[config.mk]
export PLATFORM = sky130hd
export DESIGN_NAME = http_response_head_parser_core_flat
export DESIGN_NICKNAME = d
export VERILOG_FILES = /design/src/hdl/hrhp_pkg.sv /design/src/hdl/hrhp_req_if.sv /design/src/hdl/hrhp_rsp_if.sv /design/src/hdl/hrhp_digit_acc.sv /design/src/hdl/http_response_head_parser_core.sv /design/src/flat_wrapper.sv
export SDC_FILE = /design/constraint.sdc
export NUM_CORES = 1
export LEC_CHECK = 0
export ABC_AREA = 1
export BUFFER_PORTS_ARGS = -buffer_cell sky130_fd_sc_hd__buf_2
export CORE_ASPECT_RATIO = 1.75
export CORE_MARGIN = 2
export CORE_UTILIZATION = 50
export CTS_BUF_LIST = sky130_fd_sc_hd__clkbuf_4 sky130_fd_sc_hd__clkbuf_8
export DETAILED_ROUTE_END_ITERATION = 6
export PLACE_DENSITY_LB_ADDON = 0.25
export SLEW_MARGIN = 40
export SYNTH_ARGS = -nofsm -noshare
export SYNTH_HDL_FRONTEND = slang
export SYNTH_HIERARCHICAL = 1
export SYNTH_SLANG_ARGS = --single-unit
[constraint.sdc]
create_clock -name clock -period 6.6 [get_ports clock]
set_input_delay 1.32 -clock clock [delete_from_list [all_inputs] [get_ports clock]]
set_output_delay 1.32 -clock clock [all_outputs]
set_load 0.02 [all_outputs]
[src/hdl/hrhp_pkg.sv]
// Package for the HTTP response head parser: widths, codes, phase type
// and the header-name table. No dependencies.

package hrhp_pkg;

   localparam int NumberBits = 31;
   localparam int NameLen    = 14;

   localparam logic [7:0] ChrSpace = 8'h20;
   localparam logic [7:0] ChrColon = 8'h3A;
   localparam logic [7:0] ChrCr    = 8'h0D;
   localparam logic [7:0] ChrLf    = 8'h0A;
   localparam logic [7:0] ChrNul   = 8'h00;
   localparam logic [7:0] ChrZero  = 8'h30;
   localparam logic [7:0] ChrNine  = 8'h39;

   localparam logic [1:0] KIND_HEAD_DONE = 2'd0;
   localparam logic [1:0] KIND_BODY      = 2'd1;
   localparam logic [1:0] KIND_ERROR     = 2'd2;

   localparam logic [1:0] ERR_NONE      = 2'd0;
   localparam logic [1:0] ERR_NO_LF     = 2'd1;
   localparam logic [1:0] ERR_NON_DIGIT = 2'd2;
   localparam logic [1:0] ERR_OVERFLOW  = 2'd3;

   typedef logic [NumberBits-1:0] number_type;
   typedef logic [3:0]            name_pos_type;

   typedef enum logic [7:0] {
      PH_VERSION = 8'b0000_0001,
      PH_CODE    = 8'b0000_0010,
      PH_REASON  = 8'b0000_0100,
      PH_NAME    = 8'b0000_1000,
      PH_VALUE   = 8'b0001_0000,
      PH_BODY    = 8'b0010_0000,
      PH_DONE    = 8'b0100_0000,
      PH_ERROR   = 8'b1000_0000
   } phase_type;

   typedef struct packed {
      logic       is_digit;
      logic       overflow;
      number_type value;
   } digit_step_type;

   function automatic logic [7:0] name_char(input name_pos_type pos);
      logic [7:0] c;
      c = ChrNul;
      case (pos)
         4'd0:    c = 8'h43; // C
         4'd1:    c = 8'h6F; // o
         4'd2:    c = 8'h6E; // n
         4'd3:    c = 8'h74; // t
         4'd4:    c = 8'h65; // e
         4'd5:    c = 8'h6E; // n
         4'd6:    c = 8'h74; // t
         4'd7:    c = 8'h2D; // -
         4'd8:    c = 8'h4C; // L
         4'd9:    c = 8'h65; // e
         4'd10:   c = 8'h6E; // n
         4'd11:   c = 8'h67; // g
         4'd12:   c = 8'h74; // t
         4'd13:   c = 8'h68; // h
         default: c = ChrNul;
      endcase
      return c;
   endfunction

endpackage

[src/hdl/hrhp_req_if.sv]
// Input channel of the response head parser: one stream byte per word.
// Depends on nothing.

interface hrhp_req_if;
   logic       valid;
   logic       ready;
   logic [7:0] data_byte;

   modport source (output valid, output data_byte, input ready);
   modport sink   (input valid, input data_byte, output ready);
endinterface

[src/hdl/hrhp_rsp_if.sv]
// Result channel of the response head parser: one result per word.
// Depends on nothing.

interface hrhp_rsp_if;
   logic        valid;
   logic        ready;
   logic [1:0]  kind;
   logic [30:0] status_code;
   logic [30:0] body_length;
   logic [7:0]  body_byte;
   logic        last;
   logic [1:0]  error_code;

   modport source (output valid, output kind, output status_code, output body_length,
                   output body_byte, output last, output error_code, input ready);
   modport sink   (input valid, input kind, input status_code, input body_length,
                   input body_byte, input last, input error_code, output ready);
endinterface

[src/hdl/hrhp_digit_acc.sv]
// Decimal accumulate step: times ten plus one digit, with range check.
// Depends on hrhp_pkg.

module hrhp_digit_acc (
   input  hrhp_pkg::number_type     acc,
   input  logic [7:0]               data_byte,
   output hrhp_pkg::digit_step_type step
);

   localparam int WideBits = hrhp_pkg::NumberBits + 4;

   logic [WideBits-1:0] times_ten;
   logic [WideBits-1:0] sum;
   logic [3:0]          digit;

   assign digit     = 4'(data_byte - hrhp_pkg::ChrZero);
   assign times_ten = (WideBits'(acc) << 3) + (WideBits'(acc) << 1);
   assign sum       = times_ten + WideBits'(digit);

   assign step.is_digit = (data_byte >= hrhp_pkg::ChrZero) &&
                          (data_byte <= hrhp_pkg::ChrNine);
   assign step.overflow = |sum[WideBits-1:hrhp_pkg::NumberBits];
   assign step.value    = sum[hrhp_pkg::NumberBits-1:0];

endmodule

[src/hdl/http_response_head_parser_core.sv]
// Top level of the HTTP response head parser: status line, headers, body.
// Depends on hrhp_pkg, hrhp_req_if, hrhp_rsp_if and hrhp_digit_acc.
//
//   channel  direction  word
//   req_if   in         data_byte
//   rsp_if   out        kind, status_code, body_length, body_byte, last, error_code
//
// One byte per cycle sustained while results are drained; a byte passes the input
// register, then the result register loaded by the phase logic.
// Reset clears all parser state; the parser then expects the version field.
// A held result stalls the input register and the phase logic; a new byte is taken in the cycle
// the result is drained.

module http_response_head_parser_core (
   input logic        clock,
   input logic        reset,
   hrhp_req_if.sink   req_if,
   hrhp_rsp_if.source rsp_if
);

   logic                 in_valid_ff;
   logic [7:0]           in_byte_ff;
   logic                 advance;

   hrhp_pkg::phase_type    phase_ff, phase_in;
   logic                   await_lf_ff, await_lf_in;
   logic                   has_bytes_ff, has_bytes_in;
   hrhp_pkg::number_type   accum_ff, accum_in;
   hrhp_pkg::number_type   code_ff, code_in;
   hrhp_pkg::number_type   length_ff, length_in;
   hrhp_pkg::name_pos_type pos_ff, pos_in;
   logic                   matches_ff, matches_in;
   logic                   lead_done_ff, lead_done_in;
   hrhp_pkg::number_type   remain_ff, remain_in;

   logic                 rsp_valid_ff;
   logic [1:0]           kind_ff, kind_in;
   hrhp_pkg::number_type status_ff, status_in;
   hrhp_pkg::number_type blen_ff, blen_in;
   logic [7:0]           bbyte_ff, bbyte_in;
   logic                 last_ff, last_in;
   logic [1:0]           err_ff, err_in;
   logic                 res_load;

   hrhp_pkg::digit_step_type dstep;
   logic                     finish;
   logic                     fail;
   logic [1:0]               fail_code;
   logic                     name_full;

   hrhp_digit_acc u_digit (
      .acc       (accum_ff),
      .data_byte (in_byte_ff),
      .step      (dstep)
   );

   assign advance        = in_valid_ff && (!rsp_valid_ff || rsp_if.ready);
   assign req_if.ready   = !in_valid_ff || advance;
   assign name_full      = matches_ff && (pos_ff == hrhp_pkg::name_pos_type'(hrhp_pkg::NameLen));

   always_ff @(posedge clock) begin
      if (reset) begin
         in_valid_ff <= 1'b0;
      end else if (req_if.ready) begin
         in_valid_ff <= req_if.valid;
      end
   end

   always_ff @(posedge clock) begin
      if (req_if.ready && req_if.valid) begin
         in_byte_ff <= req_if.data_byte;
      end
   end

   always_comb begin
      phase_in     = phase_ff;
      await_lf_in  = await_lf_ff;
      has_bytes_in = has_bytes_ff;
      accum_in     = accum_ff;
      code_in      = code_ff;
      length_in    = length_ff;
      pos_in       = pos_ff;
      matches_in   = matches_ff;
      lead_done_in = lead_done_ff;
      remain_in    = remain_ff;
      res_load     = 1'b0;
      kind_in      = hrhp_pkg::KIND_BODY;
      status_in    = code_ff;
      blen_in      = length_ff;
      bbyte_in     = in_byte_ff;
      last_in      = 1'b0;
      err_in       = hrhp_pkg::ERR_NONE;
      finish       = 1'b0;
      fail         = 1'b0;
      fail_code    = hrhp_pkg::ERR_NONE;

      if (advance) begin
         unique case (phase_ff)
            hrhp_pkg::PH_BODY: begin
               res_load = 1'b1;
               last_in  = (remain_ff <= hrhp_pkg::number_type'(1));
               if (last_in) begin
                  remain_in = '0;
                  phase_in  = hrhp_pkg::PH_DONE;
               end else begin
                  remain_in = remain_ff - hrhp_pkg::number_type'(1);
               end
            end
            hrhp_pkg::PH_DONE, hrhp_pkg::PH_ERROR: begin
            end
            default: begin
               if (await_lf_ff) begin
                  await_lf_in = 1'b0;
                  if (in_byte_ff != hrhp_pkg::ChrLf) begin
                     fail      = 1'b1;
                     fail_code = hrhp_pkg::ERR_NO_LF;
                  end else begin
                     finish = 1'b1;
                  end
               end else if (in_byte_ff == hrhp_pkg::ChrCr) begin
                  await_lf_in = 1'b1;
               end else begin
                  unique case (phase_ff)
                     hrhp_pkg::PH_VERSION: begin
                        finish = (in_byte_ff == hrhp_pkg::ChrSpace);
                     end
                     hrhp_pkg::PH_CODE: begin
                        if (in_byte_ff == hrhp_pkg::ChrSpace) begin
                           finish = 1'b1;
                        end else if (!dstep.is_digit) begin
                           fail      = 1'b1;
                           fail_code = hrhp_pkg::ERR_NON_DIGIT;
                        end else if (dstep.overflow) begin
                           fail      = 1'b1;
                           fail_code = hrhp_pkg::ERR_OVERFLOW;
                        end else begin
                           accum_in = dstep.value;
                        end
                     end
                     hrhp_pkg::PH_REASON: begin
                        finish = (in_byte_ff == hrhp_pkg::ChrNul);
                     end
                     hrhp_pkg::PH_NAME: begin
                        if (in_byte_ff == hrhp_pkg::ChrColon) begin
                           finish = 1'b1;
                        end else begin
                           has_bytes_in = 1'b1;
                           if (matches_ff &&
                               (pos_ff < hrhp_pkg::name_pos_type'(hrhp_pkg::NameLen)) &&
                               (in_byte_ff == hrhp_pkg::name_char(pos_ff))) begin
                              pos_in = pos_ff + 4'd1;
                           end else begin
                              matches_in = 1'b0;
                           end
                        end
                     end
                     default: begin
                        if (in_byte_ff == hrhp_pkg::ChrNul) begin
                           finish = 1'b1;
                        end else if (lead_done_ff || (in_byte_ff != hrhp_pkg::ChrSpace)) begin
                           lead_done_in = 1'b1;
                           if (name_full) begin
                              if (!dstep.is_digit) begin
                                 fail      = 1'b1;
                                 fail_code = hrhp_pkg::ERR_NON_DIGIT;
                              end else if (dstep.overflow) begin
                                 fail      = 1'b1;
                                 fail_code = hrhp_pkg::ERR_OVERFLOW;
                              end else begin
                                 accum_in = dstep.value;
                              end
                           end
                        end
                     end
                  endcase
               end
            end
         endcase

         if (fail) begin
            phase_in  = hrhp_pkg::PH_ERROR;
            res_load  = 1'b1;
            kind_in   = hrhp_pkg::KIND_ERROR;
            status_in = '0;
            blen_in   = '0;
            bbyte_in  = '0;
            err_in    = fail_code;
         end else if (finish) begin
            unique case (phase_ff)
               hrhp_pkg::PH_VERSION: begin
                  phase_in = hrhp_pkg::PH_CODE;
                  accum_in = '0;
               end
               hrhp_pkg::PH_CODE: begin
                  code_in  = accum_ff;
                  phase_in = hrhp_pkg::PH_REASON;
               end
               hrhp_pkg::PH_NAME: begin
                  if (!has_bytes_ff) begin
                     remain_in = length_ff;
                     phase_in  = (length_ff == '0) ? hrhp_pkg::PH_DONE : hrhp_pkg::PH_BODY;
                     res_load  = 1'b1;
                     kind_in   = hrhp_pkg::KIND_HEAD_DONE;
                     bbyte_in  = '0;
                     last_in   = (length_ff == '0);
                  end else begin
                     phase_in     = hrhp_pkg::PH_VALUE;
                     accum_in     = '0;
                     lead_done_in = 1'b0;
                  end
               end
               default: begin
                  if ((phase_ff == hrhp_pkg::PH_VALUE) && name_full) begin
                     length_in = accum_ff;
                  end
                  phase_in     = hrhp_pkg::PH_NAME;
                  pos_in       = '0;
                  matches_in   = 1'b1;
                  has_bytes_in = 1'b0;
               end
            endcase
         end
      end
   end

   always_ff @(posedge clock) begin
      if (reset) begin
         phase_ff     <= hrhp_pkg::PH_VERSION;
         await_lf_ff  <= 1'b0;
         has_bytes_ff <= 1'b0;
         accum_ff     <= '0;
         code_ff      <= '0;
         length_ff    <= '0;
         pos_ff       <= '0;
         matches_ff   <= 1'b1;
         lead_done_ff <= 1'b0;
         remain_ff    <= '0;
      end else begin
         phase_ff     <= phase_in;
         await_lf_ff  <= await_lf_in;
         has_bytes_ff <= has_bytes_in;
         accum_ff     <= accum_in;
         code_ff      <= code_in;
         length_ff    <= length_in;
         pos_ff       <= pos_in;
         matches_ff   <= matches_in;
         lead_done_ff <= lead_done_in;
         remain_ff    <= remain_in;
      end
   end

   always_ff @(posedge clock) begin
      if (reset) begin
         rsp_valid_ff <= 1'b0;
      end else if (res_load) begin
         rsp_valid_ff <= 1'b1;
      end else if (rsp_if.ready) begin
         rsp_valid_ff <= 1'b0;
      end
   end

   always_ff @(posedge clock) begin
      if (res_load) begin
         kind_ff   <= kind_in;
         status_ff <= status_in;
         blen_ff   <= blen_in;
         bbyte_ff  <= bbyte_in;
         last_ff   <= last_in;
         err_ff    <= err_in;
      end
   end

   assign rsp_if.valid       = rsp_valid_ff;
   assign rsp_if.kind        = kind_ff;
   assign rsp_if.status_code = status_ff;
   assign rsp_if.body_length = blen_ff;
   assign rsp_if.body_byte   = bbyte_ff;
   assign rsp_if.last        = last_ff;
   assign rsp_if.error_code  = err_ff;

`ifndef ASSERT_OFF
   a_error_has_code: assert property (@(posedge clock) disable iff (reset)
      (rsp_if.valid && (rsp_if.kind == hrhp_pkg::KIND_ERROR)) |->
         (rsp_if.error_code != hrhp_pkg::ERR_NONE))
      else $error("error word without error code");

   a_silent_after_end: assert property (@(posedge clock) disable iff (reset)
      ((phase_ff == hrhp_pkg::PH_DONE) || (phase_ff == hrhp_pkg::PH_ERROR)) |-> !res_load)
      else $error("result produced after end of stream");

   a_body_nonempty: assert property (@(posedge clock) disable iff (reset)
      (phase_ff == hrhp_pkg::PH_BODY) |-> (remain_ff != '0))
      else $error("body phase with nothing remaining");

   a_lf_wait_in_head: assert property (@(posedge clock) disable iff (reset)
      await_lf_ff |-> ((phase_ff != hrhp_pkg::PH_BODY) && (phase_ff != hrhp_pkg::PH_DONE) &&
                       (phase_ff != hrhp_pkg::PH_ERROR)))
      else $error("line feed wait outside the head");
`endif

endmodule
[src/flat_wrapper.sv]
// flat-port wrapper written by rule: the top's interface ports become plain ports
module http_response_head_parser_core_flat 
  (clock, reset, req_if_valid, req_if_data_byte, req_if_ready, rsp_if_valid, rsp_if_kind, rsp_if_status_code, rsp_if_body_length, rsp_if_body_byte, rsp_if_last, rsp_if_error_code, rsp_if_ready);
  hrhp_req_if req_if_i ();
  hrhp_rsp_if rsp_if_i ();
  input logic clock;
  input logic reset;
  input wire logic [$bits(req_if_i.valid)-1:0] req_if_valid;
  input wire logic [$bits(req_if_i.data_byte)-1:0] req_if_data_byte;
  output wire logic [$bits(req_if_i.ready)-1:0] req_if_ready;
  output wire logic [$bits(rsp_if_i.valid)-1:0] rsp_if_valid;
  output wire logic [$bits(rsp_if_i.kind)-1:0] rsp_if_kind;
  output wire logic [$bits(rsp_if_i.status_code)-1:0] rsp_if_status_code;
  output wire logic [$bits(rsp_if_i.body_length)-1:0] rsp_if_body_length;
  output wire logic [$bits(rsp_if_i.body_byte)-1:0] rsp_if_body_byte;
  output wire logic [$bits(rsp_if_i.last)-1:0] rsp_if_last;
  output wire logic [$bits(rsp_if_i.error_code)-1:0] rsp_if_error_code;
  input wire logic [$bits(rsp_if_i.ready)-1:0] rsp_if_ready;
  assign req_if_i.valid = req_if_valid;
  assign req_if_i.data_byte = req_if_data_byte;
  assign req_if_ready = req_if_i.ready;
  assign rsp_if_valid = rsp_if_i.valid;
  assign rsp_if_kind = rsp_if_i.kind;
  assign rsp_if_status_code = rsp_if_i.status_code;
  assign rsp_if_body_length = rsp_if_i.body_length;
  assign rsp_if_body_byte = rsp_if_i.body_byte;
  assign rsp_if_last = rsp_if_i.last;
  assign rsp_if_error_code = rsp_if_i.error_code;
  assign rsp_if_i.ready = rsp_if_ready;
  http_response_head_parser_core u_core (.clock(clock), .reset(reset), .req_if(req_if_i), .rsp_if(rsp_if_i));
endmodule
==> summary.txt, run 1 <==
Power and ir drop
  – Tot Pwr: 3050 uW
  – Sw Ratio: 0.250
  – Internal power: 2290 uW
  – VDD IR max: 0.113 mV
  – LEAKAGE: 0.00671 uW
  – Pwr dens: 206 mW/mm^2
  – Sw power: 764 uW
  – Seq pwr share: 0.499
  – Clock Power Share: 0.427
  – Combinational share of power: 0.074

Logic synthesis
  – Main flop type after synthesis: dfxtp_1
  – Post-Syn Nets: 1,908
  – Share of the synthesized area in the top cell type: 0.222
  – Post-synthesis cell area: 0.0134 sq mm
  – Most frequent cell after synthesis: nand2_1
  – Synth cell count leaders: nand2_1, nor2_1, inv_1, a21oi_1, dfxtp_1
  – Netlist cell types: 51
  – Seq/Total Area, Yosys: 0.408
  – EDFF count, synth: 83
  – Asr flop ratio synth: 0
  – Avg Cell Area, Syn: 7.37 sq um
  – Area leader, netlist: dfxtp_1
  – Yosys warnings: 6
  – Post-synthesis cell count: 1,823
  – Cells taking the most area after synthesis: dfxtp_1, edfxtp_1, nand2_1
  – FF+latch count, synth: 232

Global routing
  – Global-route wire length before repair: 60,000 um
  – Number of global-route vias before repair: 11,700
  – GRT Total Usage: 0.268
  – Largest net degree at the start of global routing: 98
  – Grt ovf: 0
  – Initial antenna violation count: 0

Die
  – Die width: 128 um
  – Area of the core: 0.0265 sq mm
  – Initial Util: 0.507
  – Ports: 89
  – Die ar.: 0.0283 sq mm
  – Chip height: 221 um
  – Num rows: 79

Clock network
  – Maximum level of the CTS H-tree: 2
  – TritonCTS clock tree: done
  – Worst-Skew Late Latency: 0.55 ns
  – CTS Sinks: 232
  – Post-CTS setup buffer count: 0
  – CTS Buf Count: 36
  – CTS hold repair buffers: 0
  – Clock tree buffer depth: 3
  – Root Buffer: clkbuf_8
  – Post-cts sizing count: 0
  – CTS clk-pin slew, worst paths: 0.06 ns

Place
  – PortBufs: 88
  – Inst Count DP: 2,180
  – HPWL Detailed: 28,200 um
  – GPL Wtd Cong: 1.00

Timing
  – Slew Viols, Final: 0
  – Hold Vio Cnt, Final: 0
  – Tmin final: 4.31 ns
  – RSZ-0062 raised after global routing: no
  – Fmax: 232 MHz
  – Tcrit/Tclk final: 0.654
  – Setup Skew: 0.0278 ns
  – Worst Tran Pin Value: 0.749 ns
  – Slew HR: 0.500
  – Final setup violation count: 0
  – Setup TNS: 0 ns

Worst setup path
  – WP data arrival: 4.59 ns
  – Setup CP Type: reg2reg
  – CP required: 6.88 ns
  – CP Launch Type: flop
  – Worst-path fanout max: 63
  – Crit. End Element: flop

Cells and area
  – Fin cells: 2,245
  – Final Util: 0.559
  – Area grow syn2layout: 10.2%
  – Layout Nets: 1,979
  – Share of layout cells above drive strength 1: 0.124

Drt
  – DRT Wirelength: 38,200 um
  – Drt pass-1 iters: 7
  – DR vias: 12,000
  – ANT nets after route: 0
  – Wire per inst: 17.0 um
  – DRT iter0 DRCs: 813
  – Remaining DRCs: 0
  – Vias/cell: 5.35

Worst hold path
  – Hold Path Class: reg2reg

Outcome
  – Status: finished, final reports clean

Run
  – Max-cap violations: 0
[state kept, by name, summed over array words and instances (netlist names), named ones only]
signal / count
u_core/phase_ff: 8
u_core/length_ff: 31
u_core/in_byte_ff: 8
u_core/rsp_if.body_byte: 8
u_core/matches_ff: 1
u_core/has_bytes_ff: 1
u_core/await_lf_ff: 1
u_core/lead_done_ff: 1
u_core/rsp_if.kind: 2
u_core/rsp_if.error_code: 2
u_core/rsp_if.status_code: 31
u_core/code_ff: 31
u_core/remain_ff: 31
u_core/rsp_if.valid: 1
u_core/in_valid_ff: 1
u_core/rsp_if.body_length: 31
u_core/pos_ff: 4
u_core/accum_ff: 31
u_core/rsp_if.last: 1
[per-layer routing]
| metal | part of all wire | global-route usage |
|---|---|---|
| met5 | 0 | 0 |
| met4 | 0.068 | 0.176 |
| met3 | 0.043 | 0.0290 |
| met2 | 0.51 | 0.486 |
| met1 | 0.38 | 0.289 |
[cell usage in the layout, fill, tap and decap left out, types with 4 or more instances in the layout]
cell type,count
a21oi_1,153
buf_2,87
buf_4,5
clkbuf_4,6
clkbuf_8,41
clkinv_2,8
clkinvlp_4,4
dfxtp_1,149
edfxtp_1,83
ha_1,71
inv_1,238
inv_2,8
inv_4,4
nand2_1,391
nand2_2,21
nand2_4,5
nand3_1,60
nand3_2,4
nand4_1,18
nor2_1,252
nor2_2,18
nor2_4,8
nor3_1,18
nor4_1,11
o21ai_0,102
o21ai_1,59
o21bai_1,5
xnor2_1,16
xor2_1,36
[stage by stage]
step / setup slack [ns] / hold slack [ns] / cell area [sq um]
2_1_floorplan: 1.74 / 0.430 / 13400
3_3_place_gp: 2.16 / 0.440 / 14000
3_5_place_dp: 2.07 / 0.444 / 14000
4_1_cts: 2.05 / 0.454 / 14800
5_1_grt: 1.88 / 0.475 / 14800
6_report: 2.29 / 0.451 / 14800
[area by class of cell]
type,count,area [sq um]
fillers,2570,11700
multi-input cells,1280,6710
flip-flops and latches,232,5480
inverters,251,952
clock buffers,47,609
repair buffers,93,484
well taps,324,405
clock inverters,17,168
diodes,1,2.50
[power groups by stage]
stage,combinational (uW),sequential [uW],clock (uW)
floorplan,156,1560,0
global placement,221,1550,0
detailed placement,223,1550,0
CTS,224,1520,1330
global route,250,1530,1400
finish,227,1520,1300
[worst max-delay path, cell delays in order (launching register included)]
cell and delay, ns:
dfxtp_1 0.41, inv_1 0.09, fa_1 0.54, inv_1 0.07, fa_1 0.45, nand2_1 0.09, nand2_1 0.08, nand3_1 0.07
nand2_1 0.10, nand2_1 0.10, nand2_2 0.08, nand2_2 0.08, nand2_1 0.05, nand2_1 0.05, nand2_1 0.05, nor2_1 0.09
nand2_1 0.12, nor2_1 0.19, nor2_1 0.07, nand2_1 0.07, nand2_1 0.08, nand2_2 0.14, nand2_2 0.15, inv_2 0.15
nand2_8 0.29, buf_4 0.34
[cells by family (layout without fill, tap and decap cells)]
kind of cell	Yosys count	in the layout	share of synthesized area
flops	232	232	0.408
compound gates	333	333	0.128
other cells	0	1	0
simple gates	822	822	0.267
xor+xnor	52	52	0.0339
fa+ha+maj	73	73	0.0691
buf+inv	311	408	0.0944
[worst paths after layout]
path / cells after the start / endpoint / start / slack, ns
max reg2reg: 25 / u_core/rsp_if.status_code[5] / u_core/accum_ff[0] / 2.29
min: 2 / u_core/code_ff[27] / u_core/code_ff[27] / 0.45
max: 25 / u_core/rsp_if.status_code[5] / u_core/accum_ff[0] / 2.29
min reg2reg: 2 / u_core/code_ff[27] / u_core/code_ff[27] / 0.45
Note: power is estimated with default switching activity, not from simulation.
==> inputs of run 2 (changes only) <==
ABC_AREA = 0   (was 1)
clock period = 4.3 ns   (was 6.6 ns; I/O delays follow)
==> run 2 against run 1 <==
  * Synthesized area fell by 9.0%
  * Largest power group unchanged
  * Non-clock buffer count grew 63
  * Critical path type unchanged
  * Setup slack got worse by 2.2 ns
  * Core utilization up 3.8 points
  * Clock power rose by 45%
==> summary.txt, run 2 <==
Worst setup path
  – CP Launch Type: flop
  – WP data arrival: 4.47 ns
  – Crit-path max cell delay: 0.55 ns
  – Worst-path fanout max: 31
  – Buf/Inv on CP: 3
  – Crit. End Element: flop
  – Crit-path slowest cell: fa_1
  – Cell mode on critical path: a211o_1
  – CP required: 4.52 ns
  – Setup CP Type: reg2reg
  – CP top delay family: compound AO/OA/AOI/OAI gates
  – Worst-path cell chain: inv_2 > fa_1 > inv_2 > ha_4 > a211oi_4 > o211ai_1 > a211o_1 > a21o_4 > a31oi_4 > a211o_1 > a21o_1 > a211o_1 > nor2b_2 > nor2_2 > nand3b_1 > a21boi_2 > nor3_2 > nor2_4 > buf_12

Cells and area
  – Storage cell area: 0.00548 sq mm
  – Fill cells: 2,129
  – Ant diodes: 0
  – Layout Nets: 1,515
  – Area of the multi-input gates: 0.00651 sq mm
  – Fin cells: 1,766
  – Share of layout cells above drive strength 1: 0.204
  – Area grow syn2layout: 17.3%
  – Commonest non-fill, non-tap cell in the layout: nand2_1
  – Leading cell types in the layout, fill and taps excluded: nand2_1, dfxtp_1, a21oi_1

Clock network
  – Clock tree buffer depth: 3
  – CTS Sinks: 232
  – CTS Buf Count: 36
  – TritonCTS clock tree: done
  – Worst-Skew Late Latency: 0.54 ns
  – Root Buffer: clkbuf_8
  – CTS clk-pin slew, worst paths: 0.07 ns
  – Maximum level of the CTS H-tree: 2
  – CTS hold repair buffers: 0

Logic synthesis
  – EDFF count, synth: 83
  – Yosys warnings: 6
  – Share of the synthesized area in the top cell type: 0.244
  – Netlist cell types: 91
  – Post-synthesis cell count: 1,301
  – Cells taking the most area after synthesis: dfxtp_1, edfxtp_1, ha_1
  – Post-Syn Nets: 1,386
  – Most frequent cell after synthesis: nand2_1
  – FF+latch count, synth: 232
  – Seq/Total Area, Yosys: 0.448
  – Synth cell count leaders: nand2_1, dfxtp_1, a21oi_1, edfxtp_1, ha_1
  – Main flop type after synthesis: dfxtp_1
  – Asr flop ratio synth: 0
  – Area leader, netlist: dfxtp_1
  – Post-synthesis cell area: 0.0122 sq mm
  – Avg Cell Area, Syn: 9.40 sq um

Timing
  – Slew Viols, Final: 0
  – Worst Tran Pin Value: 0.751 ns
  – Tmin final: 4.25 ns
  – Slew HR: 0.499
  – Worst hold slack: 0.451 ns
  – RSZ-0062 raised after global routing: yes
  – Hold Vio Cnt, Final: 0
  – Fmax: 236 MHz
  – Setup Skew: 0.0140 ns
  – Tcrit/Tclk final: 0.987
  – Setup TNS: 0 ns
  – Final setup violation count: 0

Global routing
  – Grt ovf: 0
  – Largest net degree at the start of global routing: 54
  – Initial antenna violation count: 0
  – GRT Total Usage: 0.267
  – Global-route wire length before repair: 54,200 um
  – Number of global-route vias before repair: 10,400

Power and ir drop
  – Pwr dens: 297 mW/mm^2
  – LEAKAGE: 0.00569 uW
  – VDD IR max: 0.156 mV

Die
  – Initial Util: 0.509
  – Ports: 89
  – Die ar.: 0.0258 sq mm
  – Chip height: 211 um
  – Area of the core: 0.0240 sq mm
  – Num rows: 75
  – Die width: 122 um

Outcome
  – Status: finished, final reports clean

Drt
  – DRT iter0 DRCs: 907
  – Vias/cell: 6.03
  – Remaining DRCs: 0
  – DRT Wirelength: 35,400 um
  – DR vias: 10,600
  – Wire per inst: 20.0 um
  – Drt pass-1 iters: 5
  – ANT nets after route: 0

Worst hold path
  – Hold Path Class: reg2reg

Place
  – HPWL Detailed: 24,900 um
  – PortBufs: 88
  – GPL Wtd Cong: 0.949
  – Inst Count DP: 1,688

Run
  – Max-cap violations: 0
[run 2: cell types whose count changed in the layout (fill, tap and decap cells not counted), moves of 56 or more]
cell     change
inv_1      -209
nand2_1    -200
nor2_1     -198
nor2b_1     +57
o21ai_0     -56
o21ai_1     -56
[run 2: worst min-delay path, delay by kind of cell, from the launching register on]
family,cells,cell delay (ns)
flops,1,0.31
compound gates,1,0.05
simple gates,1,0.05
[run 2: timing repair]
item                       4_1_cts  5_1_grt
buffers inserted                 1        6
setup endpoints to repair        2      186
gates cloned                     0        6
hold endpoints to repair         0        0
resized for setup                0       34
pin swaps                        1        6
[run 2: kinds of logic (layout without fill, tap and decap cells)]
logic type	after synthesis	in the layout	synth area share
buf+inv	98	254	0.0349
compound gates	362	363	0.202
mux	5	5	0.00419
xor+xnor	37	37	0.0265
flops	232	232	0.448
fa+ha+maj	73	73	0.0759
simple gates	494	494	0.209
[run 2: final timing paths]
path	from	endpoint	slack, ns	cells past startpoint
max	u_core/accum_ff[0]	u_core/rsp_if.status_code[9]	0.05	19
min	u_core/code_ff[15]	u_core/code_ff[15]	0.45	2
max reg2reg	u_core/accum_ff[0]	u_core/rsp_if.status_code[9]	0.05	19
min reg2reg	u_core/code_ff[15]	u_core/code_ff[15]	0.45	2
[run 2: stage by stage]
stage / setup slack [ns] / instance area, sq um / power [uW] / util
2_1_floorplan: -0.361 / 12300 / 2370 / -
3_3_place_gp: 0.0956 / 13300 / 2410 / 0.555
3_5_place_dp: 0.0358 / 13300 / 2410 / 0.555
4_1_cts: 0.00616 / 14100 / 4290 / 0.586
5_1_grt: -0.144 / 14300 / 4400 / 0.597
6_report: 0.0546 / 14300 / 4260 / 0.597
[run 2: layer usage]
metal | global-route usage | share of wire
met4 | 0.142 | 0.057
met3 | 0.0321 | 0.047
met5 | 0 | 0
met2 | 0.497 | 0.54
met1 | 0.288 | 0.36
[run 2: power by group]
| group | switching [uW] | leakage (uW) | internal, uW |
|---|---|---|---|
| registers | 8.76 | 0.00184 | 2270 |
| clock network | 894 | 0.000388 | 998 |
| logic | 69.3 | 0.00346 | 29.6 |
[run 2: cell type report]
type,instances,share of cell area
sequential,232,0.382
clock inverter,14,0.00550
inverter,32,0.00838
multi-input combinational,972,0.454
tap,308,0.0269
timing repair buffer,156,0.0772
clock buffer,52,0.0460
